### src/rtl/bca_pkg.sv
// bca_pkg: constants, codes and control structs of the bitmap chunk allocator
// used by the interfaces, the controller, the datapath and the top level
// no dependencies
package bca_pkg;

	localparam int NUM_CHUNKS   = 8192;
	localparam int CHUNK_BYTES  = 128;
	localparam int HEADER_BYTES = 16;
	localparam int WORD_BITS    = 64;
	localparam int NUM_WORDS    = NUM_CHUNKS / WORD_BITS;
	localparam int WORD_SHIFT   = $clog2(WORD_BITS);
	localparam int WORD_AW      = $clog2(NUM_WORDS);
	localparam int CHUNK_AW     = $clog2(NUM_CHUNKS);
	localparam int CHUNK_SHIFT  = $clog2(CHUNK_BYTES);
	localparam int COUNT_W      = 14;
	localparam int BYTES_W      = 21;
	localparam int NEED_W       = 15;
	localparam int RUN_W        = 16;

	// request kinds
	localparam logic [1:0] OP_ALLOC  = 2'd0;
	localparam logic [1:0] OP_FREE   = 2'd1;
	localparam logic [1:0] OP_RESIZE = 2'd2;
	localparam logic [1:0] OP_BAD    = 2'd3;

	// result status
	localparam logic [1:0] ST_OK         = 2'd0;
	localparam logic [1:0] ST_NO_SPACE   = 2'd1;
	localparam logic [1:0] ST_BAD_SIZE   = 2'd2;
	localparam logic [1:0] ST_BAD_HANDLE = 2'd3;

	// datapath commands
	localparam logic [4:0] CMD_NOP          = 5'd0;
	localparam logic [4:0] CMD_CLEAR        = 5'd1;
	localparam logic [4:0] CMD_LOAD         = 5'd2;
	localparam logic [4:0] CMD_LEN          = 5'd3;
	localparam logic [4:0] CMD_SCAN_INIT    = 5'd4;
	localparam logic [4:0] CMD_SCAN_STEP    = 5'd5;
	localparam logic [4:0] CMD_RNG_ALLOC    = 5'd6;
	localparam logic [4:0] CMD_RNG_FREE     = 5'd7;
	localparam logic [4:0] CMD_RNG_FIT      = 5'd8;
	localparam logic [4:0] CMD_RNG_EXT      = 5'd9;
	localparam logic [4:0] CMD_RNG_WR       = 5'd10;
	localparam logic [4:0] CMD_FIT_STEP     = 5'd11;
	localparam logic [4:0] CMD_COMMIT_ALLOC = 5'd12;
	localparam logic [4:0] CMD_COMMIT_FREE  = 5'd13;
	localparam logic [4:0] CMD_COMMIT_EXT   = 5'd14;
	localparam logic [4:0] CMD_RES_FAIL     = 5'd15;
	localparam logic [4:0] CMD_RES_KEEP     = 5'd16;
	localparam logic [4:0] CMD_OUT          = 5'd17;

	typedef struct packed {
		logic [4:0] code;
		logic [1:0] fail_status;
	} ctl_cmd_t;

	typedef struct packed {
		logic       clear_done;
		logic [1:0] op;
		logic       bad_size;
		logic       len_zero;
		logic       len_ge_need;
		logic       fit_oob;
		logic       scan_found;
		logic       scan_last;
		logic       range_last;
		logic       fit_busy;
		logic       out_free;
	} dp_stat_t;

endpackage

### src/rtl/bca_ctrl.sv
// bca_ctrl: request sequencer of the allocator, issues datapath commands
// depends on bca_pkg
module bca_ctrl (
	input  logic              clk,
	input  logic              arst_n,
	input  logic              in_valid,
	output logic              in_ready,
	input  bca_pkg::dp_stat_t stat,
	output bca_pkg::ctl_cmd_t cmd
);
	import bca_pkg::*;

	localparam logic [3:0] S_CLEAR       = 4'd0;
	localparam logic [3:0] S_IDLE        = 4'd1;
	localparam logic [3:0] S_RLRD        = 4'd2;
	localparam logic [3:0] S_LEN         = 4'd3;
	localparam logic [3:0] S_DECIDE      = 4'd4;
	localparam logic [3:0] S_SCAN_RD     = 4'd5;
	localparam logic [3:0] S_SCAN_EV     = 4'd6;
	localparam logic [3:0] S_ALLOC_SETUP = 4'd7;
	localparam logic [3:0] S_RNG_RD      = 4'd8;
	localparam logic [3:0] S_RNG_WR      = 4'd9;
	localparam logic [3:0] S_COMMIT      = 4'd10;
	localparam logic [3:0] S_FREE_SETUP  = 4'd11;
	localparam logic [3:0] S_FIT_RD      = 4'd12;
	localparam logic [3:0] S_FIT_EV      = 4'd13;
	localparam logic [3:0] S_FINISH      = 4'd14;

	localparam logic [1:0] K_ALLOC = 2'd0;
	localparam logic [1:0] K_FREE  = 2'd1;
	localparam logic [1:0] K_EXT   = 2'd2;

	logic [3:0] state_q, state_n;
	logic [1:0] kind_q, kind_n;
	logic       move_q, move_n;

	assign in_ready = state_q == S_IDLE;

	always_comb begin
		state_n = state_q;
		kind_n = kind_q;
		move_n = move_q;
		cmd.code = CMD_NOP;
		cmd.fail_status = ST_OK;
		unique case (state_q)
			S_CLEAR: begin
				cmd.code = CMD_CLEAR;
				if (stat.clear_done) begin
					state_n = S_IDLE;
				end
			end
			S_IDLE: begin
				if (in_valid) begin
					cmd.code = CMD_LOAD;
					state_n = S_RLRD;
				end
			end
			S_RLRD: state_n = S_LEN;
			S_LEN: begin
				cmd.code = CMD_LEN;
				state_n = S_DECIDE;
			end
			S_DECIDE: begin
				state_n = S_FINISH;
				cmd.code = CMD_RES_FAIL;
				unique case (stat.op)
					OP_ALLOC: begin
						if (stat.bad_size) begin
							cmd.fail_status = ST_BAD_SIZE;
						end else begin
							cmd.code = CMD_SCAN_INIT;
							move_n = 1'b0;
							state_n = S_SCAN_RD;
						end
					end
					OP_FREE: begin
						if (stat.len_zero) begin
							cmd.fail_status = ST_BAD_HANDLE;
						end else begin
							cmd.code = CMD_RNG_FREE;
							kind_n = K_FREE;
							state_n = S_RNG_RD;
						end
					end
					OP_RESIZE: begin
						priority if (stat.len_zero) begin
							cmd.fail_status = ST_BAD_HANDLE;
						end else if (stat.len_ge_need) begin
							cmd.code = CMD_RES_KEEP;
						end else if (!stat.fit_oob) begin
							cmd.code = CMD_RNG_FIT;
							state_n = S_FIT_RD;
						end else if (stat.bad_size) begin
							cmd.fail_status = ST_BAD_SIZE;
						end else begin
							cmd.code = CMD_SCAN_INIT;
							move_n = 1'b1;
							state_n = S_SCAN_RD;
						end
					end
					default: cmd.fail_status = ST_BAD_SIZE;
				endcase
			end
			S_SCAN_RD: state_n = S_SCAN_EV;
			S_SCAN_EV: begin
				priority if (stat.scan_found) begin
					cmd.code = CMD_SCAN_STEP;
					state_n = S_ALLOC_SETUP;
				end else if (stat.scan_last) begin
					cmd.code = CMD_RES_FAIL;
					cmd.fail_status = ST_NO_SPACE;
					state_n = S_FINISH;
				end else begin
					cmd.code = CMD_SCAN_STEP;
					state_n = S_SCAN_RD;
				end
			end
			S_ALLOC_SETUP: begin
				cmd.code = CMD_RNG_ALLOC;
				kind_n = K_ALLOC;
				state_n = S_RNG_RD;
			end
			S_RNG_RD: state_n = S_RNG_WR;
			S_RNG_WR: begin
				cmd.code = CMD_RNG_WR;
				state_n = stat.range_last ? S_COMMIT : S_RNG_RD;
			end
			S_COMMIT: begin
				state_n = S_FINISH;
				unique case (kind_q)
					K_ALLOC: begin
						cmd.code = CMD_COMMIT_ALLOC;
						if (move_q) begin
							state_n = S_FREE_SETUP;
						end
					end
					K_FREE: cmd.code = CMD_COMMIT_FREE;
					default: cmd.code = CMD_COMMIT_EXT;
				endcase
			end
			S_FREE_SETUP: begin
				cmd.code = CMD_RNG_FREE;
				kind_n = K_FREE;
				state_n = S_RNG_RD;
			end
			S_FIT_RD: state_n = S_FIT_EV;
			S_FIT_EV: begin
				priority if (stat.fit_busy) begin
					if (stat.bad_size) begin
						cmd.code = CMD_RES_FAIL;
						cmd.fail_status = ST_BAD_SIZE;
						state_n = S_FINISH;
					end else begin
						cmd.code = CMD_SCAN_INIT;
						move_n = 1'b1;
						state_n = S_SCAN_RD;
					end
				end else if (stat.range_last) begin
					cmd.code = CMD_RNG_EXT;
					kind_n = K_EXT;
					state_n = S_RNG_RD;
				end else begin
					cmd.code = CMD_FIT_STEP;
					state_n = S_FIT_RD;
				end
			end
			S_FINISH: begin
				if (stat.out_free) begin
					cmd.code = CMD_OUT;
					state_n = S_IDLE;
				end
			end
			default: state_n = S_IDLE;
		endcase
	end

	always_ff @(posedge clk or negedge arst_n) begin
		if (!arst_n) begin
			state_q <= S_CLEAR;
			kind_q <= K_ALLOC;
			move_q <= 1'b0;
		end else begin
			state_q <= state_n;
			kind_q <= kind_n;
			move_q <= move_n;
		end
	end

endmodule

### config.mk
export PLATFORM = sky130hd
export DESIGN_NAME = bca_ctrl
export DESIGN_NICKNAME = d
export VERILOG_FILES = /design/src/rtl/bca_pkg.sv /design/src/rtl/bca_ctrl.sv
export SDC_FILE = /design/constraint.sdc
export NUM_CORES = 1
export LEC_CHECK = 0
export ABC_AREA = 1
export BUFFER_PORTS_ARGS = -buffer_cell sky130_fd_sc_hd__buf_2
export CORE_MARGIN = 5
export CORE_UTILIZATION = 45
export CTS_BUF_LIST = sky130_fd_sc_hd__clkbuf_2
export DETAILED_ROUTE_END_ITERATION = 16
export GPL_ROUTABILITY_DRIVEN = 0
export PLACE_DENSITY = 0.69
export SLEW_MARGIN = 10
export SYNTH_ARGS = -nofsm -noshare
export SYNTH_HDL_FRONTEND = slang
export SYNTH_SLANG_ARGS = --single-unit
### constraint.sdc
create_clock -name clk -period 2.3 [get_ports clk]
set_input_delay 0.345 -clock clk [delete_from_list [all_inputs] [get_ports clk]]
set_output_delay 0.345 -clock clk [all_outputs]
set_load 0.01 [all_outputs]
# Yosys cells after proc, flatten, opt, wreduce, memory -nomap -nowiden
# Cells that the tools add are included.
word_totals:
  reg_bits: 7
  inputBits: 15
  output_inout_bits: 8
classes:
  eq_ne: 30
  muxes: 54
  n_reduce_logical: 9
op_table:
  columns: ["cell", "count"]
  rows:
  - ["2-to-1 mux 4 bit", 14]
  - ["case mux 4 bit (14 select lines)", 1]
  - ["case mux 5 bit (11 select lines)", 1]
  - ["== test 4 bit (second input constant)", 7]
  - ["2-to-1 mux 2 bit", 13]
  - ["2-to-1 mux 5 bit", 5]
  - ["== test 4 x 3 -> 1 bit (second input constant)", 4]
  - ["case mux 5 bit (3 select lines)", 1]
  - ["inequality test 2 bit (second input constant)", 7]
  - ["2-to-1 mux 3 bit", 4]
  - ["inequality test 3 bit (second input constant)", 4]
  - ["case mux 2 bit (3 select lines)", 2]
  - ["case mux 4 bit (3 select lines)", 1]
  - ["== test 4 x 2 -> 1 bit (second input constant)", 2]
  - ["2-to-1 mux 1 bit", 8]
  - ["case mux 2 bit (4 select lines)", 1]
  - ["AND reduction 7 bit", 1]
  - ["AND reduction 5 bit", 1]
  - ["== test 2 x 1 -> 1 bit (second input constant)", 2]
  - ["== test 4 x 1 -> 1 bit (second input constant)", 1]
  - ["logical NOT 2 bit", 2]
  - ["logical NOT 4 bit", 1]
  - ["case mux 1 bit (2 select lines)", 2]
  - ["case mux 2 bit (2 select lines)", 1]
  - ["other kinds (7)", 7]

# Logic depth before layout (Yosys ltp)
logic_depth:
  ltp_word: 6
  mapped_depth: 10

# Worst setup path before layout
# No wires, ideal clock.
synth_path:
  kind: "flip-flop to output port"
  start: "register state_q[3]"
  end: "output port cmd[3] in the netlist's numbering"
  t_arrival_ps: 1241
  required_ps: 1955
  slack_ps: 714
  path_stages_with_launch: 9
  n_path_buf: 1
  path_cell_list: "dfrtp_1 -> buf_6 -> inv_1 -> nand2_1 -> nor2_1 -> nand3_1 -> o21ai_0 -> a21oi_1 -> nand3b_1"
synth_rtl:
  columns: ["item", "line_no", "source"]
  rows:
  - ["start: declaration", "bca_ctrl.sv:33", "logic [3:0] state_q, state_n;"]
  - ["start signal: assignment", "bca_ctrl.sv:183", "state_q <= state_n;"]
  - ["end: declaration", "bca_ctrl.sv:9", "output bca_pkg::ctl_cmd_t cmd"]

==> key figures <==
Outcome
  – Status: finished, final reports clean

Timing
  – Rel. slew slack: 0.784
  – Post-Route Setup TNS: 0 ns
  – Worst slew pin tran: roughly 0.32 ns
  – Final Critical Period: roughly 2.2 ns
  – RSZ-0062 raised after global routing: no
  – Fmax: approximately 460 MHz
  – Final setup violation count: 0
  – Final slew viol count: 0
  – Period utilisation layout: 0.939
  – Hold Fails Final Rpt: 0
  – Worst Skew: approximately 0.0069 ns

Cells and area
  – Fillers: approximately 220
  – Core Util, Final: 0.552
  – Highest-count cells in the layout ignoring fill and taps: nand2_1 (56), inv_1 (30), buf_2 (22), nor2_1 (20), o21ai_0 (17)
  – Multi-input logic area: 608 µm²
  – Commonest non-fill, non-tap cell in the layout: nand2_1
  – Final nets: 214
  – Diode count: 0
  – Register Area: 178 µm²
  – Synth-to-layout area growth: 17.2%
  – Layout cells sized above 1: 0.167

Yosys
  – Synth Area in Adders: 0
  – Largest family of logic cells by synthesized area: simple AND/OR/NAND/NOR gates
  – Syn nets: roughly 190
  – XOR/XNOR Fraction of Synth Area: 0
  – Compound-Gate Fraction of Synth Area: 0.193
  – Mux share of post-synthesis cell area: 0
  – Mapped cell area: a little over 900 µm²
  – Yosys warns: 0
  – Cells after Synth: around 170
  – Post-Synth Simple-Gate Area: 0.472
  – Yosys reg bits: 7
  – Yosys cell types: 20
  – Mapped Avg Cell Area: ~5.3 µm²
  – Seq/Total Area, Yosys: 0.192

CTS
  – # clock sinks: 7
  – Clock Tree Buf Depth: 2
  – CTS tree: done
  – Worst-Skew Late Latency: about 0.23 ns
  – Number of CTS-inserted buffers: 3
  – Clock tree root buffer cell: clkbuf_2
  – Clock transition at path regs: 0.07 ns
  – CTS H-Tree Depth: 1

Critical path
  – CP max FO: 8
  – Critical Path AT: 1.82 ns
  – Worst EP required: just under 2 ns
  – Worst path bufs/invs: 2
  – Critical Path Slowest Stage Cell: dfrtp_2
  – Crit path max-delay family: simple AND/OR/NAND/NOR gates
  – Worst path max stage delay: approximately 0.47 ns
  – Kind of critical path: flip-flop to primary output
  – Crit end category: primary output
  – CP Launch Type: flip-flop
  – CP Cell Sequence: inv_1 > nand2_1 > nor2_1 > nand3_1 > o21ai_0 > a21oi_1 > nand3b_1 > buf_2

Power and ir drop
  – Lkg Pwr: between 0.0006 and 0.0007 µW
  – P per Cell Area: between 1000 and 1500 nW/µm²
  – Sequential Power Share: 0.235
  – VDD IR max: between 0.6 and 0.7 mV
  – Int Power: 490 µW
  – P_sw: 618 µW
  – Switching Share: 0.558
  – Combinational power share: 0.685
  – Clock Power Share: 0.081

Global route
  – Grt ovf: 0
  – Initial antenna violation count: 0
  – Vias in the first global route: approximately 1100
  – Largest net degree at the start of global routing: 9
  – First-pass GRT wire length: about 4.4 mm
  – Total GRT Usage: 0.197

Routing
  – Initial DRC Count: 50
  – Via-to-Cell Ratio: about 5.3
  – Via count: between 1000 and 1500
  – Detail Route Antenna Nets: 0
  – Drt total wl: 2.64 mm
  – Drt drc: 0
  – DR WL/cell: between 10 and 15 µm
  – DRT Pass-1 Iters: 4

Floorplan
  – Row count: 16
  – Die width: between 50 and 60 µm
  – Die area: 3030 µm²
  – Core Box Area: between 1500 and 2000 µm²
  – IO Count: 23
  – Die Ht: 55.1 µm
  – Initial Utilization: 0.471

Worst hold path
  – Worst hold path class: input pin to flip-flop

Job
  – Max-Cap Viols: 0

Place
  – DP HPWL: approximately 2.2 mm
  – Port Buf Inserts: 22
## worst min-delay path, cell delays in order
cell and delay (ns):
buf_2 0.09, nor2_1 0.06, inv_1 0.05, nand2_1 0.04
## flip-flops by register name, summed over array words and instances, names as in the netlist
name and cells:
state_q 4, kind_q 2, move_q 1
## cell type report
cell class,instances,share of cell area
multi-input combinational,134,0.567
sequential,7,0.166
timing repair buffer,23,0.112
inverter,30,0.105
tap,27,0.0315
clock buffer,4,0.0187
## stage by stage
stage / instances / setup WS [ns] / hold WS [ns] / instance area, µm² / power, µW
5_1_grt: 225 / 0.00804 / 0.403 / 1070 / 1230
3_5_place_dp: 220 / 0.422 / 0.186 / 1040 / 1010
3_3_place_gp: 220 / 0.468 / 0.181 / 1040 / 998
4_1_cts: 225 / 0.157 / 0.385 / 1070 / 1100
2_1_floorplan: 173 / 0.714 / 0.0494 / 915 / 798
6_report: 225 / 0.139 / 0.389 / 1070 / 1110
## worst paths after layout
check	cells after the start	start	slack (ns)	endpoint
worst max-delay path	8	state_q[3]	0.14	cmd[3]
worst min-delay path	4	in_valid	0.39	state_q[0]
worst max register to register	7	state_q[1]	0.76	kind_q[1]
worst min register to register	2	kind_q[0]	0.54	kind_q[0]
max in group asynchronous	2	arst_n	1.65	state_q[2]
min in group asynchronous	2	arst_n	0.47	state_q[1]
## power by group through the flow
stage	clock network, µW	logic [µW]	registers [µW]
6_report	89.4	759	260
3_3_place_gp	0	742	256
4_1_cts	93.8	754	254
3_5_place_dp	0	748	258
5_1_grt	106	860	269
2_1_floorplan	0	582	215
## timing repair
action                     CTS  global route
hold endpoints to repair     7             0
setup endpoints to repair    0             1
hold buffers                 1             0
resized for setup            0             2
buffers inserted             0             0
## metal layers
metal / global-route usage / routed length, µm / vias to the layer above
li1: - / - / 600
met1: 0.251 / 1130 / 543
met2: 0.337 / 1280 / 54
met3: 0.0483 / 217 / 3
met4: 0.0364 / 13 / 0
met5: 0 / 0 / -
## cells in the mapped netlist, drive strengths merged
library cell / n / share of area
o22ai: 1 / 0.0068
nand3b: 2 / 0.016
nor2: 23 / 0.11
dfrtp: 7 / 0.19
inv: 30 / 0.12
nand4: 3 / 0.021
o21ai: 18 / 0.10
nand3: 12 / 0.066
a22oi: 1 / 0.0082
buf: 2 / 0.021
a31o: 1 / 0.0096
nor3b: 1 / 0.0082
and2: 1 / 0.0068
a21oi: 12 / 0.066
nor3: 3 / 0.016
nand2: 56 / 0.23
## cells by family after synthesis
logic type / after synthesis
compound gates: 33
buf+inv: 32
flops: 7
simple gates: 101
Power figures use the tool's default switching activity.
